==> config.mk <==
export PLATFORM = sky130hd
export DESIGN_NAME = case_insensitive_crc_string_hash
export DESIGN_NICKNAME = d
export VERILOG_FILES = /design/src/sv/cicsh_pkg.sv /design/src/sv/cicsh_mix.sv /design/src/sv/case_insensitive_crc_string_hash.sv
export SDC_FILE = /design/constraint.sdc
export NUM_CORES = 1
export LEC_CHECK = 0
export BUFFER_PORTS_ARGS = -buffer_cell sky130_fd_sc_hd__buf_2
export CORE_MARGIN = 2
export CORE_UTILIZATION = 53
export CTS_CLUSTER_DIAMETER = 60
export DETAILED_ROUTE_END_ITERATION = 12
export PLACE_DENSITY = 0.74
export SLEW_MARGIN = 20
export SYNTH_ARGS = -nofsm -noshare
export SYNTH_HDL_FRONTEND = slang
export SYNTH_SLANG_ARGS = --single-unit
export TNS_END_PERCENT = 10
==> constraint.sdc <==
create_clock -name clk_i -period 4.1 [get_ports clk_i]
set_clock_uncertainty 0.15 [all_clocks]
set_input_delay 1.23 -clock clk_i [delete_from_list [all_inputs] [get_ports clk_i]]
set_output_delay 1.23 -clock clk_i [all_outputs]
set_load 0.02 [all_outputs]
==> src/sv/cicsh_pkg.sv <==
// Package: types, constants and CRC table function for the case-insensitive string hash
`timescale 1ns / 1ps

package cicsh_pkg;

  typedef logic [15:0] char_t;
  typedef logic [31:0] hash_t;
  typedef logic [7:0]  byte_t;

  localparam hash_t HashPoly  = 32'h04C1_1DB7;
  localparam hash_t Low24Mask = 32'h00FF_FFFF;
  localparam char_t LowerA    = 16'h0061;
  localparam char_t LowerZ    = 16'h007A;
  localparam char_t CaseGap   = 16'h0020;

  // MSB-first CRC table entry: index placed in the top byte, eight shift steps
  function automatic hash_t crc_table_entry(input byte_t idx);
    hash_t c;
    c = {idx, 24'h00_0000};
    for (int k = 0; k < 8; k++) begin
      if (c[31]) begin
        c = {c[30:0], 1'b0} ^ HashPoly;
      end else begin
        c = {c[30:0], 1'b0};
      end
    end
    return c;
  endfunction

  // One byte of mixing: right shift by a byte, xor in the table entry
  function automatic hash_t mix_byte(input hash_t h, input byte_t b);
    byte_t idx;
    idx = h[7:0] ^ b;
    return ((h >> 8) & Low24Mask) ^ crc_table_entry(idx);
  endfunction

endpackage

==> src/sv/cicsh_mix.sv <==
// Combinational per-character step: ASCII upper-casing and two byte mixes
`timescale 1ns / 1ps

module cicsh_mix (
  input  cicsh_pkg::char_t char_code_i,
  input  cicsh_pkg::hash_t hash_i,
  output cicsh_pkg::hash_t hash_o
);
  import cicsh_pkg::*;

  char_t folded;
  hash_t mid_hash;

  // Fold lower-case ASCII letters onto upper case; pass everything else
  always_comb begin
    if (char_code_i >= LowerA && char_code_i <= LowerZ) begin
      folded = char_code_i - CaseGap;
    end else begin
      folded = char_code_i;
    end
  end

  // Mix the low byte first, then the high byte
  assign mid_hash = mix_byte(hash_i, folded[7:0]);
  assign hash_o   = mix_byte(mid_hash, folded[15:8]);

endmodule

==> src/sv/case_insensitive_crc_string_hash.sv <==
// Top level: case-insensitive CRC-table hash over a stream of 16-bit characters
//
// Takes one UTF-16 code unit per beat and delivers one 32-bit hash beat for
// each string, after the beat flagged last_char_i. Characters stream at one
// per cycle while the input side is not held: a beat sits in the input
// register, where the case fold and the two chained table lookups run
// against the running hash, and the hash of a completed string then waits in
// the output register until taken. The running hash restarts at zero after
// every string. Only a last character meeting a stalled, full output
// register holds the input side.
`timescale 1ns / 1ps

module case_insensitive_crc_string_hash (
  input  logic             clk_i,
  input  logic             rst_ni,
  input  logic             in_valid_i,
  output logic             in_stall_o,
  input  cicsh_pkg::char_t char_code_i,
  input  logic             last_char_i,
  output logic             out_valid_o,
  input  logic             out_stall_i,
  output cicsh_pkg::hash_t hash_value_o
);
  import cicsh_pkg::*;

  logic  s1_valid_q;
  char_t s1_char_q;
  logic  s1_last_q;
  hash_t run_hash_q, run_hash_d;
  logic  out_valid_q;
  hash_t out_hash_q;

  hash_t next_hash;
  logic  in_fire;
  logic  s1_go;
  logic  out_take;

  // Hash step for the character held in the input register
  cicsh_mix u_mix (
    .char_code_i (s1_char_q),
    .hash_i      (run_hash_q),
    .hash_o      (next_hash)
  );

  // Handshake: a non-last beat always advances; a last beat needs an output slot that is free or being taken
  assign out_take   = out_valid_q && !out_stall_i;
  assign s1_go      = s1_valid_q && (!s1_last_q || !out_valid_q || !out_stall_i);
  assign in_stall_o = s1_valid_q && !s1_go;
  assign in_fire    = in_valid_i && !in_stall_o;

  // Advance the running hash; clear it once a string completes
  always_comb begin
    run_hash_d = run_hash_q;
    if (s1_go) begin
      run_hash_d = s1_last_q ? '0 : next_hash;
    end
  end

  // Control and state registers
  always_ff @(posedge clk_i or negedge rst_ni) begin
    if (!rst_ni) begin
      s1_valid_q  <= 1'b0;
      out_valid_q <= 1'b0;
      run_hash_q  <= '0;
    end else begin
      run_hash_q <= run_hash_d;
      if (in_fire) begin
        s1_valid_q <= 1'b1;
      end else if (s1_go) begin
        s1_valid_q <= 1'b0;
      end
      if (s1_go && s1_last_q) begin
        out_valid_q <= 1'b1;
      end else if (out_take) begin
        out_valid_q <= 1'b0;
      end
    end
  end

  // Payload registers: capture the input beat, hold the finished hash
  always_ff @(posedge clk_i) begin
    if (in_fire) begin
      s1_char_q <= char_code_i;
      s1_last_q <= last_char_i;
    end
    if (s1_go && s1_last_q) begin
      out_hash_q <= next_hash;
    end
  end

  assign out_valid_o  = out_valid_q;
  assign hash_value_o = out_hash_q;

`ifndef NO_ASSERTIONS
  // A completed string leaves the running hash at zero
  assert property (@(posedge clk_i) disable iff (!rst_ni)
    s1_go && s1_last_q |=> run_hash_q == '0)
    else $error("running hash not cleared after last character");

  // A result appears only after a last character has been processed
  assert property (@(posedge clk_i) disable iff (!rst_ni)
    $rose(out_valid_q) |-> $past(s1_go && s1_last_q))
    else $error("result raised without a last character");

  // A held input beat keeps its character and does not disturb the hash
  assert property (@(posedge clk_i) disable iff (!rst_ni)
    s1_valid_q && !s1_go |=> s1_valid_q && $stable(s1_char_q) && $stable(run_hash_q))
    else $error("held input beat changed");

  // A last character is never processed while the output slot stays occupied
  assert property (@(posedge clk_i) disable iff (!rst_ni)
    s1_go && s1_last_q |-> !out_valid_q || !out_stall_i)
    else $error("result overwritten while stalled");
`endif

endmodule

== After elaboration in Yosys (flattened, before gate mapping) ==
Cells that the tools add are included.

* Bits in registers: 83
* Latch bits: 0
* Bits in writable memories: 0
* ROM bits: 0
* Input bits: 21
* Output and inout bits: 34
* Word-level logic and storage cells: 66
* Memories kept: 0

* Add/subtract/negate cells: 1
* Multipliers: 0
* Divide/modulo/power cells: 0
* $lt $le $gt $ge: 2
* Equal/unequal tests: 0
* Shift-type cells: 0
* Mux-type cells: 22
* Bitwise logic cells: 20
* Reduce and logical (&&, ||, !) cells: 15

{| class="wikitable"
|+ Operators with widths
! operator !! number
|-
| $mux 27 || 16
|-
| $not 14->14 || 16
|-
| $xor 24x32->32 || 2
|-
| $mux 32 || 1
|-
| $ge 16x7->1 const B || 1
|-
| $le 16x7->1 const B || 1
|-
| $mux 16 || 1
|-
| $sub 16x6->16 const B || 1
|-
| $xor 8x8->8 || 2
|-
| $logic_and 1x1->1 || 6
|-
| $logic_not 1->1 || 5
|-
| $mux 1 || 4
|-
| $reduce_bool 2->1 || 2
|-
| $logic_or 1x1->1 || 2
|}

== Longest topological paths before layout ==
Gate-level depths: netlist (run 1).

* Word-level depth: 40
* Mapped depth: 9
* Gate-level depth less buffers: 9

== Hierarchy ==
A second synthesis (run 1) with hierarchy kept.

* Cell total of the unflattened synthesis: 413
* Area total of the unflattened synthesis: 5106.1 µm²

{| class="wikitable"
|+ Modules (own cells, without submodules)
! module !! instances !! cells an instance !! area an instance (µm²) !! sequential area each (µm²)
|-
| case_insensitive_crc_string_hash || 1 || 241 || 3353.2 || 2322.2
|-
| cicsh_mix || 1 || 172 || 1752.9 || 0.0
|}

== Worst setup path before layout (run 1) ==
No wires, ideal clock.

* Path kind: register -> register
* Start point: reg s1_char_q[0]
* End point: reg run_hash_q[8]
* Setup time: 0.121 ns
* Data arrival time: 3.151 ns
* Required time: 3.829 ns
* Slack: 0.678 ns
* Cell stages (with the launch flop): 9
* Path buffers: 0
* Clock period less this slack: 3.422 ns
* Cells stage by stage: edfxtp_1 -> xor2_2 -> xnor3_1 -> xor2_2 -> xor3_1 -> xnor3_2 -> xnor2_2 -> xnor3_1 -> a22o_1

* Cells in the longest elaborated chain, start to end: 34
* Elaborated cells on any way between the ends: 40
* Classes of those cells: add/sub (1); order compare (2); mux (18); bitwise (18); reduce/logical (1)

{| class="wikitable"
|+ Ends and longest elaborated chain
! what !! RTL line !! source
|-
| start, declared || case_insensitive_crc_string_hash.sv:27 || <nowiki>char_t s1_char_q;</nowiki>
|-
| start signal, assigned || case_insensitive_crc_string_hash.sv:83 || <nowiki>s1_char_q <= char_code_i;</nowiki>
|-
| $ge 16x7->1 / $le 16x7->1 (equally long branches) || cicsh_mix.sv:16 || <nowiki>if (char_code_i >= LowerA && char_code_i <= LowerZ) begin</nowiki>
|-
| $logic_and 1x1->1 || cicsh_mix.sv:16 ||
|-
| $mux 16 (*) || cicsh_mix.sv:16 ||
|-
| $xor 8x8->8 || cicsh_pkg.sv:33 || <nowiki>idx = h[7:0] ^ b;</nowiki>
|-
| $mux 27 || cicsh_pkg.sv:21 || <nowiki>if (c[31]) begin</nowiki>
|-
| $not 14->14 (no line) || - ||
|-
| $mux 27 || cicsh_pkg.sv:21 ||
|-
| $not 14->14 (no line) || - ||
|-
| [18 not listed] || - ||
|-
| $mux 27 (2 in series) || cicsh_pkg.sv:21 ||
|-
| $not 14->14 (no line) || - ||
|-
| $mux 27 || cicsh_pkg.sv:21 ||
|-
| $not 14->14 (no line) || - ||
|-
| $mux 27 || cicsh_pkg.sv:21 ||
|-
| $xor 24x32->32 (*) || cicsh_pkg.sv:34 || <nowiki>return ((h >> 8) & Low24Mask) ^ crc_table_entry(idx);</nowiki>
|-
| named net next_hash[8] || case_insensitive_crc_string_hash.sv:33 || <nowiki>hash_t next_hash;</nowiki>
|-
| $mux 32 (*) || case_insensitive_crc_string_hash.sv:55 || <nowiki>run_hash_d = s1_last_q ? '0 : next_hash;</nowiki>
|-
| end signal, assigned || case_insensitive_crc_string_hash.sv:66 || <nowiki>run_hash_q <= run_hash_d;</nowiki>
|-
| end, declared || case_insensitive_crc_string_hash.sv:29 || <nowiki>hash_t run_hash_q, run_hash_d;</nowiki>
|}

The timed path passes the listed nets; every way through them passes the cells marked *.
A chain may end at the register's enable or synchronous reset.

== Worst setup path in the final report (run 1) ==
* Start point: reg s1_char_q[15]
* End point: reg run_hash_q[10]

* Cells in the longest elaborated chain, start to end: 30
* Elaborated cells on any way between the ends: 38
* Classes of those cells: order compare (2); mux (18); bitwise (17); reduce/logical (1)

{| class="wikitable"
|+ Ends and longest elaborated chain
! what !! RTL line
|-
| $ge 16x7->1 / $le 16x7->1 (equally long branches) || cicsh_mix.sv:16
|-
| $logic_and 1x1->1 (*) || cicsh_mix.sv:16
|-
| $mux 16 (*) || cicsh_mix.sv:16
|-
| $xor 8x8->8 || cicsh_pkg.sv:33
|-
| $mux 27 || cicsh_pkg.sv:21
|-
| $not 14->14 (no line) || -
|-
| $mux 27 || cicsh_pkg.sv:21
|-
| $not 14->14 (no line) || -
|-
| [14 not listed] || -
|-
| $mux 27 || cicsh_pkg.sv:21
|-
| $not 14->14 (no line) || -
|-
| $mux 27 (2 in series) || cicsh_pkg.sv:21
|-
| $not 14->14 (no line) || -
|-
| $mux 27 || cicsh_pkg.sv:21
|-
| $xor 24x32->32 (*) || cicsh_pkg.sv:34
|-
| named net next_hash[10] || case_insensitive_crc_string_hash.sv:33
|-
| $mux 32 (*) || case_insensitive_crc_string_hash.sv:55
|}

Marks and branches as above.

==> impl_metrics.toml, run 1 <==
[die]
coreArea_mm2 = 0.00859
initial_utilization_pct = 53.8
die_y_um = 97.4
ios = 55
die_w_um = 97.4
rows = 34
die_area_mm2 = 0.00949

[routing]
via_per_inst = 5.32
drt_iter0_drc = 137
wl_met1_um = 4180
top_layer = "met4"
vias = 2545
drt_pass1_iterations = 4
detail-route-antenna-nets = 0
routedWlPerCell_um = 19.0
routed_wl_um = 9080
wl_met2_um = 4330
drc = 0
wl_met3_um = 405

[setup_path]
cp.arrival_ns = 3.85
required_ns = 4.20
start_kind = "flop"
crit_type = "reg -> reg"
end_kind = "flop"
r2r_cells = 8
crit-reg2reg-capture = "run_hash_q[10]$_DFFE_PN0P_"
path_max_fanout = 6
reg2reg_slack_ns = 0.35
r2r-start = "s1_char_q[15]$_DFFE_PP_"

[clock_tree]
cts_buffer_depth = 2
post_cts_resize_count = 0
cts_setup_buffers = 0
clk_pin_slew_worst_paths_ns = 0.09
clkLatencyLatePin_ns = 0.36
hold_buffers = 0
cts-root-buf = "clkbuf_8"
cts_sinks = 83
cts_tree = "built"
cts_buffers = 9
h-tree-depth = 3

[layout]
n_antenna_cell = 0
synthToLayoutAreaGrowth_pct = 13.7
n_fill_cell = 668
drive_gt1_share_pct = 28.4
nets = 387

[placement]
dp_slack_ns = 0.369
dp_hpwl_um = 6740
io_buffer_count = 54
gp_congestion = 0.876

[job]
drv_cap = 0

[synth]
yosysSeqAreaShare_pct = 50.2
synth_area_mm2 = 0.00462
synth-seq-cells = 83
synth.area.top_cells = "edfxtp_1 32%, dfrtp_1 18%, xnor2_1 15%, xnor3_1 8.8%, a22o_1 5.5%"
syn_inst = 298
synth.largest_area_cell = "edfxtp_1"
syn_area_per_cell_um2 = 15.5
yosysWarningCount = 0
synth_top_area_share_pct = 31.8
synth_cell_types = 33
synth.net_count = 320

[worst_hold_path]
holdPathEnd = "run_hash_q[31]$_DFFE_PN0P_"
hp-start = "run_hash_q[31]$_DFFE_PN0P_"
min_path_type = "reg -> reg"
hold_depth = 2

[timing]
slew_viol_final = 0
maxSlewHeadroom_pct = 45.1
worst_pin_slew_ns = 0.823
final_hold_viol_count = 0
fin_tns_setup_ns = 0
rsz0062_at_grt = "no"
setup_viol = 0
holdWs_ns = 0.379
fmax_ghz = 0.267
layout_min_cycle_time_ns = 3.75
period_share_pct = 91.5
worst_slack_ns = 0.348

[global_route]
grt_max_degree = 35
grt.overflow.total = 0
grt_pass1_vias = 2599
antenna_found_initial = 0
grt_pass1_wl_um = 14600
groute.usage.overall_pct = 20.6

[outcome]
status = "finished clean"
area by class of cell:
cell class	instances	area [µm²]	area share, %
Inverter	8	30.0	0.571
Sequential cell	83	2320	44.2
Timing Repair Buffer	62	330	6.28
Clock inverter	5	55.1	1.05
Tap cell	108	135	2.57
Multi-Input combinational cell	201	2250	42.9
Clock buffer	11	131	2.50
through the flow:
step / instances / cell area [µm²] / utilization [%]
after detailed placement: 462 / 5070 / 59.0
final: 478 / 5260 / 61.2
after CTS: 478 / 5260 / 61.2
after global placement: 462 / 5070 / 59.0
after floorplan: 298 / 4620 / -
after global routing: 478 / 5260 / 61.2
synth_stat cells (all sizes together):
master and n:
nand2 8, dfrtp 34, xnor3 20, nor4 2, clkbuf 6, nor3 1, ha 1, a22o 29
or4 1, nand2b 1, a21o 1, o21ai 4, nor2 2, a21oi 1, o31ai 1, and3b 1
o22ai 1, xor3 4, nand3 1, nand4 2, inv 8, edfxtp 49, and2 1, xnor2 91
xor2 27, nor3b 1
sequential cells by signal (all words and copies together), names as in the netlist:
name          flops
hash_value_o     32
run_hash_q       32
s1_char_q        16
out_valid_o       1
s1_last_q         1
s1_valid_q        1
layout by cell type (no fill, tap or decap), drive strengths merged:
master    netlist  routed
xnor2          91      91
ha              1       1
nand2b          1       1
o21ai           4       4
edfxtp         49      49
bufinv          0       1
clkbuf          6      11
nand2           8       8
nor4            2       2
clkinv          0       2
a21oi           1       1
o22ai           1       1
a22o           29      29
nor2            2       2
a21o            1       1
and2            1       1
xor3            4       4
xnor3          20      20
clkinvlp        0       2
o31ai           1       1
dfrtp          34      34
nor3            1       1
inv             8       8
nor3b           1       1
and3b           1       1
nand4           2       2
nand3           1       1
or4             1       1
buf             0      62
xor2           27      27
worst max path at each step:
stage	startpoint	end	slack [ns]	cells past startpoint
after CTS	s1_char_q[15]$_DFFE_PP_	run_hash_q[13]$_DFFE_PN0P_	0.35	8
after detailed placement	s1_char_q[15]$_DFFE_PP_	run_hash_q[10]$_DFFE_PN0P_	0.37	8
final	s1_char_q[15]$_DFFE_PP_	run_hash_q[10]$_DFFE_PN0P_	0.35	8
after floorplan	s1_char_q[0]$_DFFE_PP_	run_hash_q[8]$_DFFE_PN0P_	0.68	8
after global routing	s1_char_q[15]$_DFFE_PP_	run_hash_q[10]$_DFFE_PN0P_	0.06	8
after global placement	s1_char_q[1]$_DFFE_PP_	run_hash_q[8]$_DFFE_PN0P_	0.46	8
worst max-delay path, cell delays in order (launching register included):
cell	delay (ns)
edfxtp_1	0.42
nor4_1	0.51
nand2_1	0.20
nor3b_2	0.38
xnor3_1	0.51
xnor2_1	0.39
xor2_2	0.38
xnor3_1	0.50
a22o_1	0.21
cells by family (layout without fill, tap and decap cells):
family,count (synthesis),after routing,synth area share [%]
xor+xnor,142,142,39.1
flops,83,83,50.2
compound gates,37,37,6.71
simple gates,21,21,2.57
buf+inv,14,86,1.14
fa+ha+maj,1,1,0.271
metal layers:
layer	GRT usage, %	vias to the layer above
met3	3.60	14
li1	-	1175
met5	0	-
met2	31.7	75
met4	8.23	0
met1	29.4	1281
Power of run 1 is left out: the tool's default activity adds up to more than one toggle a clock period on the data nets, which glitch-free logic cannot reach.
==> run 2: changes to the inputs <==
--- a/config.mk
+++ b/config.mk
@@ -10,7 +10,7 @@
 export CORE_UTILIZATION = 53
 export CTS_CLUSTER_DIAMETER = 60
 export DETAILED_ROUTE_END_ITERATION = 12
-export PLACE_DENSITY = 0.74
+export PLACE_DENSITY = 0.77
 export SLEW_MARGIN = 20
 export SYNTH_ARGS = -nofsm -noshare
 export SYNTH_HDL_FRONTEND = slang
==> constraint.sdc (replaced) <==
create_clock -name clk_i -period 3.3 [get_ports clk_i]
set_clock_uncertainty 0.15 [all_clocks]
set_input_delay 0.99 -clock clk_i [delete_from_list [all_inputs] [get_ports clk_i]]
set_output_delay 0.99 -clock clk_i [all_outputs]
set_load 0.02 [all_outputs]
==> impl_metrics.toml, run 2 (synthesis results as in run 1) <==
[outcome]
status = "complete, but fails checks"
violations = "negative setup slack"

[layout]
drive_gt1_share_pct = 43.8
layout_commonest_cell = "xnor2_1"
n_fill_cell = 604
nets = 451
synthToLayoutAreaGrowth_pct = 28.9
final_cell_area_mm2 = 0.00596
final_cell_mix = "70 x xnor2_1, 67 x buf_4, 54 x buf_2, 49 x edfxtp_1, 33 x dfrtp_1"
n_antenna_cell = 0

[die]
rows = 34
die_area_mm2 = 0.00949
ios = 55
die_y_um = 97.4
coreArea_mm2 = 0.00859
die_w_um = 97.4
initial_utilization_pct = 53.8

[clock_tree]
h-tree-depth = 3
clk_pin_slew_worst_paths_ns = 0.09
cts-root-buf = "clkbuf_8"
clkLatencyLatePin_ns = 0.36
cts_tree = "built"
cts_sinks = 83
cts_buffers = 9
cts_buffer_depth = 2

[timing]
slew_viol_final = 0
rsz0062_at_grt = "yes"
fmax_ghz = 0.301
worst_pin_slew_ns = 0.864
holdWs_ns = 0.387
maxSlewHeadroom_pct = 42.4
final_hold_viol_count = 0
setup_viol = 2
period_share_pct = 101
worst_slack_ns = -0.0252
layout_min_cycle_time_ns = 3.33

[routing]
drc = 0
routed_wl_um = 11100
drt_iter0_drc = 160
via_per_inst = 5.25
vias = 2845
routedWlPerCell_um = 20.5
detail-route-antenna-nets = 0
drt_pass1_iterations = 4

[job]
drv_cap = 0

[setup_path]
crit_type = "reg -> reg"
path_max_fanout = 4
required_ns = 3.40
cp.arrival_ns = 3.43
startpoint = "s1_char_q[2]$_DFFE_PP_"
start_kind = "flop"
r2r-start = "s1_char_q[2]$_DFFE_PP_"
end_kind = "flop"

[worst_hold_path]
min_path_type = "reg -> reg"
hp-start = "run_hash_q[25]$_DFFE_PN0P_"

[global_route]
grt.overflow.total = 0
grt_max_degree = 35
antenna_found_initial = 0
grt_pass1_wl_um = 16700
groute.usage.overall_pct = 23.9
grt_pass1_vias = 2909

[placement]
io_buffer_count = 54
placed_area_mm2 = 0.00544
dp_hpwl_um = 7980
dp_slack_ns = -0.195
gp_congestion = 0.909
## run 2: cell types whose count changed in the layout (fill, tap and decap cells not counted), moves of 3 or more
cell	before	now
xnor3_2	2	7
buf_4	8	67
xnor2_2	8	15
xor2_4	2	6
xnor2_1	79	70
xnor3_1	18	13
buf_6	0	3
## run 2: final cells by class
class                   count  area (µm²)  share of cell area [%]
multi-input cells         201        2420                    40.7
flip-flops and latches     83        2320                    39.0
repair buffers            126         847                    14.2
well taps                 108         135                    2.27
clock buffers              10         128                    2.14
clock inverters             6        72.6                    1.22
inverters                   8        30.0                   0.504
## run 2: repair_timing
item,CTS,global route
resized for setup,8,20
endpoints found under the setup margin,11,22
pin swaps,3,21
hold buffers,0,0
setup buffers,1,16
gates cloned,0,0
## run 2: worst max-delay path, cell delays in order, from the launching register on
cell      delay, ns
edfxtp_1       0.39
buf_4          0.17
xnor2_4        0.14
buf_12         0.14
xnor2_4        0.19
xnor3_2        0.39
xor3_1         0.41
xnor3_2        0.48
xnor3_1        0.38
xnor2_1        0.16
a22o_1         0.22
## run 2: path summary, 6_finish.rpt
kind	slack, ns	endpoint	depth (start not counted)
min in group asynchronous	0.59	run_hash_q[27]$_DFFE_PN0P_	1
max reg2reg	-0.03	run_hash_q[11]$_DFFE_PN0P_	10
max in group asynchronous	1.82	run_hash_q[2]$_DFFE_PN0P_	1
max	-0.03	run_hash_q[11]$_DFFE_PN0P_	10
min reg2reg	0.39	run_hash_q[25]$_DFFE_PN0P_	1
min	0.39	run_hash_q[25]$_DFFE_PN0P_	1
## run 2: per-stage QoR
stage / utilization [%] / setup TNS [ns] / cells
3_5_place_dp: 63.4 / -0.856 / 509
4_1_cts: 66.5 / -0.0462 / 526
2_1_floorplan: - / -0.0215 / 298
5_1_grt: 69.3 / -0.522 / 542
3_3_place_gp: 63.4 / -0.508 / 509
6_report: 69.3 / -0.0471 / 542
## run 2: metal layers
layer / vias up / routed length (µm) / global-route usage, %
met2: 93 / 5680 / 39.6
met4: 0 / 311 / 7.69
met3: 22 / 507 / 4.46
met5: - / 0 / 0
li1: 1305 / - / -
met1: 1425 / 4610 / 32.1
Power of run 2 is left out for the same reason.
